`src/rtl/gsa_pkg.sv`:
```
// Shared types, codes and constant tables for the gas sensor ppm alarm block.
package gsa_pkg;

    // Input item: op code, raw conversion and a directly loaded Ro.
    typedef struct packed {
        logic [1:0]  op;
        logic [9:0]  adc_code;
        logic [31:0] ro_value;
    } in_item_t;

    // Result item.
    typedef struct packed {
        logic [31:0] rs_kohm;
        logic [31:0] ppm;
        logic        ppm_valid;
        logic        alarm;
        logic        calib_done;
        logic        calibrated;
    } out_item_t;

    // Op codes.
    localparam logic [1:0] OP_MEASURE = 2'd0;
    localparam logic [1:0] OP_CALIB   = 2'd1;
    localparam logic [1:0] OP_LOAD_RO = 2'd2;

    // Register indexes.
    localparam logic [2:0] REG_SUPPLY    = 3'd0;
    localparam logic [2:0] REG_ADC_REF   = 3'd1;
    localparam logic [2:0] REG_LOAD_RES  = 3'd2;
    localparam logic [2:0] REG_GAIN      = 3'd3;
    localparam logic [2:0] REG_EXPONENT  = 3'd4;
    localparam logic [2:0] REG_THRESHOLD = 3'd5;
    localparam logic [2:0] REG_RATIO     = 3'd6;
    localparam logic [2:0] REG_SAMPLES   = 3'd7;

    localparam logic [31:0] RS_MIN          = 32'd66;
    localparam logic [7:0]  DEFAULT_SAMPLES = 8'd50;
    localparam logic [31:0] ONE_Q30         = 32'h4000_0000;
    localparam logic [31:0] RO_RESET        = 32'd655360;
    localparam logic [23:0] RATIO_ONE       = 24'd65536;

    // Sequencer states.
    typedef enum logic [4:0] {
        ST_IDLE,
        ST_NUM,
        ST_FULL,
        ST_RL,
        ST_RS_DIV,
        ST_RS_WAIT,
        ST_BRANCH,
        ST_LOG_NORM,
        ST_SQ_ISSUE,
        ST_SQ_TAKE,
        ST_EXP_MUL,
        ST_EXP_TAKE,
        ST_POW,
        ST_POW_TAKE,
        ST_GAIN,
        ST_SCALE,
        ST_CAL_ACC,
        ST_CAL_CHK,
        ST_CAL_WAIT1,
        ST_CAL_WAIT2,
        ST_FINISH
    } state_t;

    typedef logic [16:0][31:0] root_tab_t;

    // Floor square root of a 64-bit value, bit pair by bit pair.
    function automatic logic [31:0] isqrt64(input logic [63:0] v);
        logic [63:0] r;
        logic [63:0] b;
        logic [63:0] rem;
        r   = 64'd0;
        b   = 64'd1 << 62;
        rem = v;
        for (int i = 0; i < 32; i++)
        begin
            if (rem >= r + b)
            begin
                rem = rem - (r + b);
                r   = (r >> 1) + b;
            end
            else
            begin
                r = r >> 1;
            end
            b = b >> 2;
        end
        return r[31:0];
    endfunction

    // Unsigned Q2.30 constants 2^(2^-k), each the floor root of the one before.
    function automatic root_tab_t build_roots();
        root_tab_t t;
        t[0] = 32'h8000_0000;
        for (int k = 1; k <= 16; k++)
        begin
            t[k] = isqrt64({2'b00, t[k-1], 30'd0});
        end
        return t;
    endfunction

    localparam root_tab_t ROOT_TAB = build_roots();

endpackage

```
`src/rtl/gsa_mul.sv`:
```
// Shared 32 by 32 unsigned multiplier with a registered product.
module gsa_mul (
    input  logic        clk,
    input  logic [31:0] a,
    input  logic [31:0] b,
    output logic [63:0] p
);

    // The product is registered: it is ready in the cycle after the operands.
    always_ff @(posedge clk)
    begin
        p <= 64'(a) * 64'(b);
    end

endmodule

```
`src/rtl/gsa_div.sv`:
```
// Restoring divider: 64-bit dividend, one quotient bit per cycle.
module gsa_div #(
    parameter int DW = 29
) (
    input  logic          clk,
    input  logic          rst_n,
    input  logic          start,
    input  logic [63:0]   dividend,
    input  logic [DW-1:0] divisor,
    output logic          done,
    output logic [63:0]   quotient
);

    logic [DW-1:0] rem_reg;
    logic [DW-1:0] dvs_reg;
    logic [63:0]   q_reg;
    logic [6:0]    cnt_reg;
    logic          busy_reg;
    logic          done_reg;
    logic [DW:0]   trial;
    logic [DW:0]   diff;
    logic          ge;

    // One trial subtraction per step.
    assign trial = {rem_reg, q_reg[63]};
    assign diff  = trial - {1'b0, dvs_reg};
    assign ge    = trial >= {1'b0, dvs_reg};

    // Control: step counter and completion pulse.
    always_ff @(posedge clk or negedge rst_n)
    begin
        if (!rst_n)
        begin
            busy_reg <= 1'b0;
            done_reg <= 1'b0;
            cnt_reg  <= 7'd0;
        end
        else
        begin
            done_reg <= busy_reg && (cnt_reg == 7'd1);
            if (start)
            begin
                busy_reg <= 1'b1;
                cnt_reg  <= 7'd64;
            end
            else if (busy_reg)
            begin
                cnt_reg <= cnt_reg - 7'd1;
                if (cnt_reg == 7'd1)
                begin
                    busy_reg <= 1'b0;
                end
            end
        end
    end

    // Datapath: dividend bits shift out as quotient bits shift in.
    always_ff @(posedge clk)
    begin
        if (start)
        begin
            rem_reg <= '0;
            dvs_reg <= divisor;
            q_reg   <= dividend;
        end
        else if (busy_reg)
        begin
            rem_reg <= ge ? diff[DW-1:0] : trial[DW-1:0];
            q_reg   <= {q_reg[62:0], ge};
        end
    end

    assign done     = done_reg;
    assign quotient = q_reg;

endmodule

```
`src/rtl/gas_sensor_ppm_alarm_core.sv`:
```
// Top level: gas sensor resistance, concentration and alarm sequencer.
//
//  channel  direction  handshake            payload
//  in       input      in_valid/in_ready    in_data (in_item_t)
//  out      output     out_valid/out_ready  out_data (out_item_t)
//  cfg      input      cfg_we               cfg_index, cfg_data
//
// One item at a time. Rs is computed on the 64-step divider.
// A calibrated measure adds the logarithms of Rs and Ro (normalising shift and
// squarings on the shared multiplier) and the exponent on the root table.
// A completing calibration sample adds two divisions.
// Reset is asynchronous and brings the state, output valid, configuration and calibration registers to their defaults.
// in_ready is low while an item is at work; a held result stalls only the final step.
module gas_sensor_ppm_alarm_core
    import gsa_pkg::*;
#(
    parameter int ADC_MAX           = 1023,
    parameter int MAX_CALIB_SAMPLES = 100
) (
    input  logic        clk,
    input  logic        rst_n,
    input  logic        in_valid,
    output logic        in_ready,
    input  in_item_t    in_data,
    output logic        out_valid,
    input  logic        out_ready,
    output out_item_t   out_data,
    input  logic        cfg_we,
    input  logic [2:0]  cfg_index,
    input  logic [31:0] cfg_data
);

    localparam int ADCW   = $clog2(ADC_MAX + 1);
    localparam int FULL_W = 13 + ADCW;
    localparam int VW     = (FULL_W > 23) ? FULL_W : 23;
    localparam int DIV_W  = (VW > 24) ? VW : 24;

    // Configuration registers.
    logic [12:0] supply_reg;
    logic [12:0] adc_ref_reg;
    logic [31:0] load_res_reg;
    logic [31:0] gain_reg;
    logic [19:0] exponent_reg;
    logic [31:0] threshold_reg;
    logic [23:0] ratio_reg;
    logic [7:0]  samples_reg;

    // Persistent state.
    logic [31:0] ro_reg;
    logic        cal_reg;
    logic [39:0] acc_reg;
    logic [7:0]  cnt_reg;

    // Sequencer and work registers.
    state_t      state_reg;
    state_t      state_next;
    in_item_t    item_reg;
    logic [VW-1:0] num_reg;
    logic [31:0] rs_reg;
    logic [31:0] lm_reg;
    logic [4:0]  sh_reg;
    logic [30:0] m_reg;
    logic [15:0] frac_reg;
    logic [3:0]  idx_reg;
    logic        lg_ro_reg;
    logic [20:0] log_rs_reg;
    logic [20:0] log_ro_reg;
    logic [10:0] ei_reg;
    logic [15:0] ef_reg;
    logic [31:0] f_reg;
    logic [3:0]  j_reg;
    logic [31:0] ppm_reg;
    logic        valid_reg;
    logic        alarm_reg;
    logic        done_reg;
    logic        out_valid_reg;
    out_item_t   out_data_reg;

    // Shared unit connections.
    logic [31:0]      mul_a;
    logic [31:0]      mul_b;
    logic [63:0]      prod;
    logic             div_start;
    logic [63:0]      div_dividend;
    logic [DIV_W-1:0] div_divisor;
    logic             div_done;
    logic [63:0]      div_q;

    gsa_mul u_mul (
        .clk (clk),
        .a   (mul_a),
        .b   (mul_b),
        .p   (prod)
    );

    gsa_div #(.DW(DIV_W)) u_div (
        .clk      (clk),
        .rst_n    (rst_n),
        .start    (div_start),
        .dividend (div_dividend),
        .divisor  (div_divisor),
        .done     (div_done),
        .quotient (div_q)
    );

    // Derived values.
    logic [VW-1:0] num_clamped;
    logic [VW-1:0] full_val;
    logic [7:0]    n_eff;
    logic [23:0]   ratio_eff;
    logic [31:0]   rs_sat;
    logic [31:0]   ro_sat;
    logic [31:0]   sq_t;
    logic [15:0]   frac_new;
    logic [20:0]   log_new;
    logic [21:0]   l_diff;
    logic [21:0]   l_mag;
    logic [19:0]   b_mag;
    logic          prod_neg;
    logic [42:0]   prod_s;
    logic [39:0]   acc_sum;

    assign num_clamped = (prod[VW-1:0] < VW'(ADC_MAX)) ? VW'(ADC_MAX) : prod[VW-1:0];
    assign full_val    = prod[VW-1:0];
    assign n_eff       = ((samples_reg == 8'd0) || (samples_reg > 8'(MAX_CALIB_SAMPLES)))
                         ? DEFAULT_SAMPLES : samples_reg;
    assign ratio_eff   = (ratio_reg == 24'd0) ? RATIO_ONE : ratio_reg;
    assign rs_sat      = (div_q[63:32] != 32'd0) ? 32'hFFFF_FFFF :
                         ((div_q[31:0] < RS_MIN) ? RS_MIN : div_q[31:0]);
    assign ro_sat      = (div_q[63:32] != 32'd0) ? 32'hFFFF_FFFF :
                         ((div_q[31:0] == 32'd0) ? 32'd1 : div_q[31:0]);
    assign acc_sum     = acc_reg + {8'd0, rs_reg};

    // Squaring step of the logarithm: keep the mantissa in [1, 2).
    assign sq_t     = prod[61:30];
    always_comb
    begin
        frac_new = frac_reg;
        frac_new[idx_reg] = sq_t[31];
    end
    assign log_new  = {5'd15 - sh_reg, frac_new};

    // Exponent product B * (log2 Rs - log2 Ro), done on magnitudes.
    assign l_diff   = {log_rs_reg[20], log_rs_reg} - {log_ro_reg[20], log_ro_reg};
    assign l_mag    = l_diff[21] ? (22'd0 - l_diff) : l_diff;
    assign b_mag    = exponent_reg[19] ? (20'd0 - exponent_reg) : exponent_reg;
    assign prod_neg = exponent_reg[19] ^ l_diff[21];
    assign prod_s   = prod_neg ? (43'd0 - {1'b0, prod[41:0]}) : {1'b0, prod[41:0]};

    // Final scaling of A * 2^frac by 2^int with saturation.
    logic [11:0] sc_s;
    logic [11:0] sc_n;
    logic [63:0] sc_right;
    logic [63:0] sc_left;
    logic [31:0] ppm_val;

    assign sc_s     = 12'd38 - {ei_reg[10], ei_reg};
    assign sc_n     = 12'd0 - sc_s;
    assign sc_right = prod >> sc_s[5:0];
    assign sc_left  = prod << sc_n[4:0];

    always_comb
    begin
        if (!sc_s[11])
        begin
            if (sc_s >= 12'd64)
            begin
                ppm_val = 32'd0;
            end
            else if (sc_right[63:32] != 32'd0)
            begin
                ppm_val = 32'hFFFF_FFFF;
            end
            else
            begin
                ppm_val = sc_right[31:0];
            end
        end
        else if (prod == 64'd0)
        begin
            ppm_val = 32'd0;
        end
        else if ((sc_n >= 12'd32) || ((prod >> (6'd32 - {1'b0, sc_n[4:0]})) != 64'd0))
        begin
            ppm_val = 32'hFFFF_FFFF;
        end
        else
        begin
            ppm_val = sc_left[31:0];
        end
    end

    // Next state.
    always_comb
    begin
        state_next = state_reg;
        case (state_reg)
            ST_IDLE:
            begin
                if (in_valid)
                begin
                    state_next = ST_NUM;
                end
            end
            ST_NUM:      state_next = ST_FULL;
            ST_FULL:     state_next = ST_RL;
            ST_RL:       state_next = (full_val <= num_reg) ? ST_BRANCH : ST_RS_DIV;
            ST_RS_DIV:   state_next = ST_RS_WAIT;
            ST_RS_WAIT:
            begin
                if (div_done)
                begin
                    state_next = ST_BRANCH;
                end
            end
            ST_BRANCH:
            begin
                case (item_reg.op)
                    OP_MEASURE: state_next = cal_reg ? ST_LOG_NORM : ST_FINISH;
                    OP_CALIB:   state_next = ST_CAL_ACC;
                    default:    state_next = ST_FINISH;
                endcase
            end
            ST_LOG_NORM:
            begin
                if (lm_reg[31])
                begin
                    state_next = ST_SQ_ISSUE;
                end
            end
            ST_SQ_ISSUE: state_next = ST_SQ_TAKE;
            ST_SQ_TAKE:
            begin
                if (idx_reg != 4'd0)
                begin
                    state_next = ST_SQ_ISSUE;
                end
                else
                begin
                    state_next = lg_ro_reg ? ST_EXP_MUL : ST_LOG_NORM;
                end
            end
            ST_EXP_MUL:  state_next = ST_EXP_TAKE;
            ST_EXP_TAKE: state_next = ST_POW;
            ST_POW:
            begin
                if (ef_reg[4'd15 - j_reg])
                begin
                    state_next = ST_POW_TAKE;
                end
                else if (j_reg == 4'd15)
                begin
                    state_next = ST_GAIN;
                end
            end
            ST_POW_TAKE: state_next = (j_reg == 4'd15) ? ST_GAIN : ST_POW;
            ST_GAIN:     state_next = ST_SCALE;
            ST_SCALE:    state_next = ST_FINISH;
            ST_CAL_ACC:  state_next = ST_CAL_CHK;
            ST_CAL_CHK:  state_next = (cnt_reg >= n_eff) ? ST_CAL_WAIT1 : ST_FINISH;
            ST_CAL_WAIT1:
            begin
                if (div_done)
                begin
                    state_next = ST_CAL_WAIT2;
                end
            end
            ST_CAL_WAIT2:
            begin
                if (div_done)
                begin
                    state_next = ST_FINISH;
                end
            end
            ST_FINISH:
            begin
                if (!out_valid_reg || out_ready)
                begin
                    state_next = ST_IDLE;
                end
            end
            default:     state_next = ST_IDLE;
        endcase
    end

    // Shared unit operands for each state.
    always_comb
    begin
        mul_a        = 32'd0;
        mul_b        = 32'd0;
        div_start    = 1'b0;
        div_dividend = 64'd0;
        div_divisor  = DIV_W'(num_reg);
        case (state_reg)
            ST_NUM:
            begin
                mul_a = 32'(item_reg.adc_code);
                mul_b = 32'(adc_ref_reg);
            end
            ST_FULL:
            begin
                mul_a = 32'(supply_reg);
                mul_b = 32'(ADC_MAX);
            end
            ST_RL:
            begin
                mul_a = load_res_reg;
                mul_b = 32'(full_val - num_reg);
            end
            ST_RS_DIV:
            begin
                div_start    = 1'b1;
                div_dividend = prod;
            end
            ST_SQ_ISSUE:
            begin
                mul_a = {1'b0, m_reg};
                mul_b = {1'b0, m_reg};
            end
            ST_EXP_MUL:
            begin
                mul_a = 32'(b_mag);
                mul_b = 32'(l_mag);
            end
            ST_POW:
            begin
                mul_a = f_reg;
                mul_b = ROOT_TAB[5'(j_reg) + 5'd1];
            end
            ST_GAIN:
            begin
                mul_a = gain_reg;
                mul_b = f_reg;
            end
            ST_CAL_CHK:
            begin
                div_start    = cnt_reg >= n_eff;
                div_dividend = {24'd0, acc_reg};
                div_divisor  = DIV_W'(n_eff);
            end
            ST_CAL_WAIT1:
            begin
                div_start    = div_done;
                div_dividend = {div_q[47:0], 16'd0};
                div_divisor  = DIV_W'(ratio_eff);
            end
            default:
            begin
                mul_a = 32'd0;
            end
        endcase
    end

    // Control state, configuration and persistent calibration state.
    always_ff @(posedge clk or negedge rst_n)
    begin
        if (!rst_n)
        begin
            state_reg     <= ST_IDLE;
            out_valid_reg <= 1'b0;
            supply_reg    <= 13'd5000;
            adc_ref_reg   <= 13'd3300;
            load_res_reg  <= 32'd655360;
            gain_reg      <= 32'd6553600;
            exponent_reg  <= 20'hE8000;
            threshold_reg <= 32'd128000;
            ratio_reg     <= RATIO_ONE;
            samples_reg   <= DEFAULT_SAMPLES;
            ro_reg        <= RO_RESET;
            cal_reg       <= 1'b0;
            acc_reg       <= 40'd0;
            cnt_reg       <= 8'd0;
        end
        else
        begin
            state_reg <= state_next;

            // A new result replaces the one leaving; otherwise an accepted result clears.
            if ((state_reg == ST_FINISH) && (!out_valid_reg || out_ready))
            begin
                out_valid_reg <= 1'b1;
            end
            else if (out_valid_reg && out_ready)
            begin
                out_valid_reg <= 1'b0;
            end

            if (cfg_we)
            begin
                case (cfg_index)
                    REG_SUPPLY:    supply_reg    <= cfg_data[12:0];
                    REG_ADC_REF:   adc_ref_reg   <= cfg_data[12:0];
                    REG_LOAD_RES:  load_res_reg  <= cfg_data;
                    REG_GAIN:
                    begin
                        if (cfg_data != 32'd0)
                        begin
                            gain_reg <= cfg_data;
                        end
                    end
                    REG_EXPONENT:  exponent_reg  <= cfg_data[19:0];
                    REG_THRESHOLD: threshold_reg <= cfg_data;
                    REG_RATIO:     ratio_reg     <= cfg_data[23:0];
                    REG_SAMPLES:   samples_reg   <= cfg_data[7:0];
                    default:       samples_reg   <= samples_reg;
                endcase
            end

            case (state_reg)
                ST_BRANCH:
                begin
                    if ((item_reg.op == OP_LOAD_RO) && (item_reg.ro_value != 32'd0))
                    begin
                        ro_reg  <= item_reg.ro_value;
                        cal_reg <= 1'b1;
                    end
                end
                ST_CAL_ACC:
                begin
                    acc_reg <= acc_sum;
                    cnt_reg <= cnt_reg + 8'd1;
                end
                ST_CAL_WAIT2:
                begin
                    if (div_done)
                    begin
                        ro_reg  <= ro_sat;
                        cal_reg <= 1'b1;
                        acc_reg <= 40'd0;
                        cnt_reg <= 8'd0;
                    end
                end
                default:
                begin
                    cnt_reg <= cnt_reg;
                end
            endcase
        end
    end

    // Work registers of the current item.
    always_ff @(posedge clk)
    begin
        case (state_reg)
            ST_IDLE:
            begin
                item_reg  <= in_data;
                ppm_reg   <= 32'd0;
                valid_reg <= 1'b0;
                alarm_reg <= 1'b0;
                done_reg  <= 1'b0;
            end
            ST_FULL:
            begin
                num_reg <= num_clamped;
            end
            ST_RL:
            begin
                rs_reg <= RS_MIN;
            end
            ST_RS_WAIT:
            begin
                if (div_done)
                begin
                    rs_reg <= rs_sat;
                end
            end
            ST_BRANCH:
            begin
                lm_reg    <= rs_reg;
                sh_reg    <= 5'd0;
                lg_ro_reg <= 1'b0;
                if ((item_reg.op == OP_LOAD_RO) && (item_reg.ro_value != 32'd0))
                begin
                    done_reg <= 1'b1;
                end
            end
            ST_LOG_NORM:
            begin
                if (lm_reg[31])
                begin
                    m_reg    <= lm_reg[31:1];
                    idx_reg  <= 4'd15;
                    frac_reg <= 16'd0;
                end
                else
                begin
                    lm_reg <= {lm_reg[30:0], 1'b0};
                    sh_reg <= sh_reg + 5'd1;
                end
            end
            ST_SQ_TAKE:
            begin
                m_reg    <= sq_t[31] ? sq_t[31:1] : sq_t[30:0];
                frac_reg <= frac_new;
                idx_reg  <= idx_reg - 4'd1;
                if (idx_reg == 4'd0)
                begin
                    if (lg_ro_reg)
                    begin
                        log_ro_reg <= log_new;
                    end
                    else
                    begin
                        log_rs_reg <= log_new;
                        lm_reg     <= ro_reg;
                        sh_reg     <= 5'd0;
                        lg_ro_reg  <= 1'b1;
                    end
                end
            end
            ST_EXP_TAKE:
            begin
                ei_reg <= prod_s[42:32];
                ef_reg <= prod_s[31:16];
                f_reg  <= ONE_Q30;
                j_reg  <= 4'd0;
            end
            ST_POW:
            begin
                if (!ef_reg[4'd15 - j_reg] && (j_reg != 4'd15))
                begin
                    j_reg <= j_reg + 4'd1;
                end
            end
            ST_POW_TAKE:
            begin
                f_reg <= prod[61:30];
                if (j_reg != 4'd15)
                begin
                    j_reg <= j_reg + 4'd1;
                end
            end
            ST_SCALE:
            begin
                ppm_reg   <= ppm_val;
                valid_reg <= 1'b1;
                alarm_reg <= ppm_val >= threshold_reg;
            end
            ST_CAL_WAIT2:
            begin
                if (div_done)
                begin
                    done_reg <= 1'b1;
                end
            end
            ST_FINISH:
            begin
                if (!out_valid_reg || out_ready)
                begin
                    out_data_reg.rs_kohm    <= rs_reg;
                    out_data_reg.ppm        <= ppm_reg;
                    out_data_reg.ppm_valid  <= valid_reg;
                    out_data_reg.alarm      <= alarm_reg;
                    out_data_reg.calib_done <= done_reg;
                    out_data_reg.calibrated <= cal_reg;
                end
            end
            default:
            begin
                item_reg <= item_reg;
            end
        endcase
    end

    assign in_ready  = (state_reg == ST_IDLE);
    assign out_valid = out_valid_reg;
    assign out_data  = out_data_reg;

`ifndef NO_ASSERTIONS
    // A valid concentration is only reported once Ro is known.
    a_valid_needs_cal: assert property (@(posedge clk) disable iff (!rst_n)
        out_valid |-> (!out_data.ppm_valid || out_data.calibrated))
        else $error("ppm_valid without calibration");

    // The alarm is only raised on a valid concentration.
    a_alarm_needs_valid: assert property (@(posedge clk) disable iff (!rst_n)
        out_valid |-> (!out_data.alarm || out_data.ppm_valid))
        else $error("alarm without valid ppm");

    // Rs is never below its floor of 0.001 kohm.
    a_rs_floor: assert property (@(posedge clk) disable iff (!rst_n)
        out_valid |-> (out_data.rs_kohm >= RS_MIN))
        else $error("rs_kohm below floor");

    // Completing calibration leaves the block calibrated.
    a_done_sets_cal: assert property (@(posedge clk) disable iff (!rst_n)
        out_valid |-> (!out_data.calib_done || out_data.calibrated))
        else $error("calib_done without calibrated");
`endif

endmodule
```
`config.mk`:
```
export PLATFORM = sky130hd
export DESIGN_NAME = gas_sensor_ppm_alarm_core
export DESIGN_NICKNAME = d
export VERILOG_FILES = /design/src/rtl/gsa_pkg.sv /design/src/rtl/gsa_mul.sv /design/src/rtl/gsa_div.sv /design/src/rtl/gas_sensor_ppm_alarm_core.sv
export SDC_FILE = /design/constraint.sdc
export NUM_CORES = 2
export LEC_CHECK = 0
export BUFFER_PORTS_ARGS = -buffer_cell sky130_fd_sc_hd__buf_4
export CORE_UTILIZATION = 47
export DETAILED_ROUTE_END_ITERATION = 16
export HOLD_SLACK_MARGIN = 0.03
export PLACE_DENSITY_LB_ADDON = 0.05
export SKIP_CTS_REPAIR_TIMING = 1
export SYNTH_ARGS = -nofsm -noshare
export SYNTH_HDL_FRONTEND = slang
export SYNTH_SLANG_ARGS = --single-unit
```
`constraint.sdc`:
```
create_clock -name clk -period 9.9 [get_ports clk]
set_clock_uncertainty 0.05 [all_clocks]
set_input_delay 1.98 -clock clk [delete_from_list [all_inputs] [get_ports clk]]
set_output_delay 1.98 -clock clk [all_outputs]
set_load 0.01 [all_outputs]
```
After elaboration in Yosys (flattened, before gate mapping):

Memories as Yosys holds them, arrays and structs flattened.
Cells that the tools add are included.

* bitwise gates (word level): 2
* equality and inequality tests: 45
* add/subtract/negate cells: 18
* order comparisons: 13
* multiply operators: 1
* reduce and logical (&&, ||, !) cells: 58
* mux-type cells: 88
* shift operators: 3

Operators with widths (number)
* $mux 32: 16
* $pmux 32 s7: 2
* $pmux 32 s2: 4
* $pmux 64 s3: 1
* $mux 64: 2
* $reduce_bool 32->1: 4
* $shr 64x6->64: 2
* $pmux 5 s21: 1
* $pmux 32 s3: 1
* $pmux 40 s2: 1
* $logic_not 64->1: 1
* $mul 32x32->64: 1
* $reduce_bool 64->1: 1
* $shl 64x5->32: 1
* $mux 31: 2
* $pmux 31 s2: 1
* $mux 5: 12
* $mux 24: 2
* $pmux 24 s2: 1
* $sub 1x42->43 const A: 1
* $mux 42: 1
* $add 40x32->40: 1
* $eq 5x4->1 const B: 8
* $mux 40: 1
* 82 further kinds: 160

* word-level logic and storage cells: 279
* input bits: 84
* memories: 1
* register bits: 842
* bits in read-only memories: 1024
* output and inout port bits: 70

Memories
* (no name shown): depth 32, bits a word 32, rd ports 1, clocked after memory_dff 0, wr ports 0, RTL line gas_sensor_ppm_alarm_core.sv:328 `mul_b = ROOT_TAB[5'(j_reg) + 5'd1];`

Depth between registers and ports, before layout:

* word-level depth: 11
* mapped depth: 44
* gate-level depth less buffers: 40

Modules after synthesis:

Synthesis repeated with hierarchy kept, for this count alone.

* cell total of the unflattened synthesis: 8756
* area, all modules: 84192.0 µm²

By module, submodules not included
* gas_sensor_ppm_alarm_core: area an instance 43593.1 µm², instances 1, cells each 4522
* gsa_mul: area an instance 34341.7 µm², instances 1, cells each 3718
* gsa_div: area an instance 6257.3 µm², instances 1, cells each 516

Worst setup path before layout:

OpenSTA, ideal clock, no wires.

* kind: register to register
* start point: reg u_mul.p[0]
* end point: reg u_mul.p[63]
* clock period less this slack: 10294 ps
* cell stages (with the launch flop): 41
* path slack: -394 ps
* arrival: 10124 ps
* data required time: 9729 ps
* path through: dfxtp_1 > clkbuf_1 > inv_1 > ha_1 > inv_1 > fa_1 > a21o_1 > a21o_1 > a21oi_1 > o31ai_1 > and3_1 > or2_2 > a211o_1 > a311oi_1 > clkbuf_1 > o32a_1 > o31ai_1 > fa_1 > (+5 left out) > fa_1 > inv_1 > fa_1 > fa_1 > fa_1 > fa_1 > ha_1 > clkbuf_1 > a21o_1 > a21o_1 > a21o_1 > a2111oi_0 > a31oi_1 > a221oi_1 > a211oi_1 > a2111oi_0 > o21bai_1 > xnor2_1

* word-level cells in the longest chain between the ends: 3

RTL lines
* start, declared: RTL line gsa_mul.sv:6 `output logic [63:0] p`
* start signal, assigned: RTL line gsa_mul.sv:12 `p <= 64'(a) * 64'(b);`
* $sub 23x23->24: RTL line gas_sensor_ppm_alarm_core.sv:308 `mul_b = 32'(full_val - num_reg);`
* $pmux 32 s7: RTL line gas_sensor_ppm_alarm_core.sv:294 `case (state_reg)`
* $mul 32x32->64: RTL line gsa_mul.sv:12

Every way passes these cells.
A chain may end at the register's enable or synchronous reset.

Worst setup path in the final report:

* start point: reg log_rs_reg[1]
* end point: reg u_mul.p[58]

* word-level cells in the longest chain between the ends: 5

RTL lines
* start, declared: RTL line gas_sensor_ppm_alarm_core.sv:66 `logic [20:0] log_rs_reg;`
* start signal, assigned: RTL line gas_sensor_ppm_alarm_core.sv:505 `log_rs_reg <= log_new;`
* $sub 21x21->22 (*): RTL line gas_sensor_ppm_alarm_core.sv:144 `assign l_diff = {log_rs_reg[20], log_rs_reg} - {log_ro_reg[20], log_ro_reg};`
* $sub 1x22->22: RTL line gas_sensor_ppm_alarm_core.sv:145 `assign l_mag = l_diff[21] ? (22'd0 - l_diff) : l_diff;`
* $mux 22 (*): RTL line gas_sensor_ppm_alarm_core.sv:145
* $pmux 32 s7 (*): RTL line gas_sensor_ppm_alarm_core.sv:294
* $mul 32x32->64 (*): RTL line gsa_mul.sv:12

Mark *: on every way between the ends. The rest lies on a longest branch, timed or not.

==> metrics.yaml <==
status: "finished with violations"
violations: "negative setup slack"
antenna_left: 0
period_minus_slack_ns: 10.71
drc_errors: 0
cts_sinks: 842
async_reset_ff_share_pct: 32.1
antenna_found_initial: 21
drt-total-wl_um: 354000
met2_usage_pct: 59.8
first_pass_iters: 9
startpoint_type: "register"
grt_pass1_wl_um: 513000
htree_levels: 3
power.total_mw: 32.4
p_per_area_mw_per_mm2: 320
maxSlewHeadroom_pct: 14.6
cts_buffer_depth: 3
cts-root-buf: "clkbuf_16"
portBuffers: 153
cts_made_buffers: 95
clk_pin_slew_ns: 0.06
core_mm2: 0.181
dieArea_mm2: 0.183
grt.total_usage_pct: 38.1
cp_data_required_time_ns: 10.40
syn_area_mm2: 0.0853
start_util_pct: 47.3
yosys.cell_types.count: 108
synth_seq_cells: 842
dp.cells: 12000
layout.cells.non_filler: 12200
synth.yosys.seq_area_share_pct: 27.1
gr-total-overflow: 0
hold_path.class: "register to register"
finalHoldViolCount: 0
met3_usage_pct: 6.75
vias: 74400
syn-num-nets: 10500
area_delta_synth_final_pct: 18.8
clk_latency_ns: 0.77
leakage_nw: 45.4
synth_edf_count: 484
maxCapViolCount: 0
setup_viol: 27
grt_pass1_vias: 74700
max_freq_mhz: 93.4
grt_max_degree: 73
rsz0062_at_grt: "true"
cp-end-kind: "register"
cp_slowest_cell: "fa_1"
wl_per_cell_um: 28.9
yosysWarnings: 0
path_common_cell: "fa_1"
io_pins: 154
layout.nets: 11200
tightest_slew_ns: 1.28
postSynthCellCount: 9115
drv_slew: 0
setup_slack_ns: -0.805
vias_per_cell: 6.09
hpwl_um: 277000
busiest_layer: "met2"
slowest_delay_ns: 0.57
die_w_um: 428
dr.first_iter.drc_count: 8281
crit_fanout: 12
worstPathArrival_ns: 11.20
place_ws_ns: -0.907
path_class: "register to register"
cts_tree: "built"
met1_usage_pct: 51.7
num_rows: 156
largest_reg_flops: 68
final_common_cell: "inv_1"
timing.final.crit_share_pct: 108
gp_congestion: 1.01
syn_area_per_cell_um2: 9.36
worst-path-buf-inv: 13
drive_gt1_share_pct: 20.7
layout_common_cells: "inv_1, nand2_1, buf_4"
peakVddDrop_mv: 0.321
crit_family: "adder cells"
dieHeight_um: 428
synthFlopType: "edfxtp_1"
==> synth_stat cells (50+ instances only) <==
cell	instances	area, um^2
dfrtp_1	238	5960
o31ai_1	62	465
nand3_1	137	686
fa_1	900	18000
xor2_1	76	666
ha_1	429	5370
o21ai_0	388	1940
dfxtp_1	88	1760
mux2i_1	142	1420
a22o_1	50	438
a21oi_1	320	1600
a221o_1	53	531
nand2_1	1061	3980
nor2_1	654	2450
a21o_1	166	1250
mux2_2	261	2940
clkbuf_1	492	1850
inv_1	1263	4740
edfxtp_1	484	14500
mux4_2	59	1330
a31oi_1	76	475
a211oi_1	88	661
buf_2	75	375
nand4_1	83	519
o21a_1	84	631
o22ai_1	51	319
and3_1	118	738
nor3_1	131	656
nor4_1	74	463
xnor2_1	128	1120
nand2b_1	90	563
a22oi_1	61	458
and2_1	58	363
==> layout make-up <==
cell class / count / area (um^2)
flip-flops and latches: 842 / 23100
fillers: 16200 / 79200
clock inverters: 59 / 719
inverters: 1266 / 4750
multi-input cells: 6386 / 57100
clock buffers: 120 / 2560
diodes: 11 / 27.5
well taps: 2370 / 2970
repair buffers: 1167 / 10200
==> per-layer routing <==
layer	share of wire, %	vias to the layer above
met3	9.0	741
li1	-	32300
met5	0.012	-
met1	41	37600
met2	45	3680
met4	5.4	6
==> report_power, final <==
| part | internal [mW] | switching [mW] |
|---|---|---|
| logic | 9.20 | 13.6 |
| registers | 4.97 | 0.976 |
| clock network | 2.12 | 1.59 |
| total | 16.3 | 16.1 |
==> final timing paths <==
kind                                         startpoint                       endpoint  slack [ns]  cells after the start
worst max-delay path            log_rs_reg[1]$_DFFE_PP_            u_mul.p[58]$_DFF_P_       -0.81                     41
worst min-delay path                valid_reg$_DFFE_PP_          out_data[3]$_DFFE_PP_        0.37                      0
worst max register to register  log_rs_reg[1]$_DFFE_PP_            u_mul.p[58]$_DFF_P_       -0.81                     41
worst min register to register      valid_reg$_DFFE_PP_          out_data[3]$_DFFE_PP_        0.37                      0
max in group asynchronous                         rst_n  threshold_reg[31]$_DFFE_PN0P_        7.15                      2
min in group asynchronous                         rst_n   u_div.cnt_reg[0]$_DFFE_PN0P_        1.08                      1
==> metrics by stage <==
stage,hold WS [ns],utilization [%],setup TNS (ns),area [um^2]
global placement,0.357,53.2,-14.70,96100
detailed placement,0.356,53.2,-16.32,96100
finish,0.369,56.1,-13.14,101000
floorplan,0.350,-,0,85500
global route,0.375,56.1,-21.67,101000
CTS,0.371,55.0,-21.93,99300
==> cell families (layout without fill, tap and decap cells) <==
family	Yosys count	after routing	share of synthesized area (%)
simple gates	2588	2588	13.8
buf+inv	1887	2612	8.50
compound gates	1800	1800	14.5
fa+ha+maj	1329	1329	27.4
flops	842	842	27.1
mux	462	462	6.67
xor+xnor	206	206	2.14
other cells	1	12	0.00440
==> worst reg2reg max path: cells and delay by family, from the launching register on <==
family	cells	cell delay, ns
adders and majority gates	10	4.60
and+or+nand+nor	11	2.01
AOI/OAI and AO/OA	7	1.93
buffers and inverters	13	1.53
DFF	1	0.39
(Power assumes the default switching activity.)
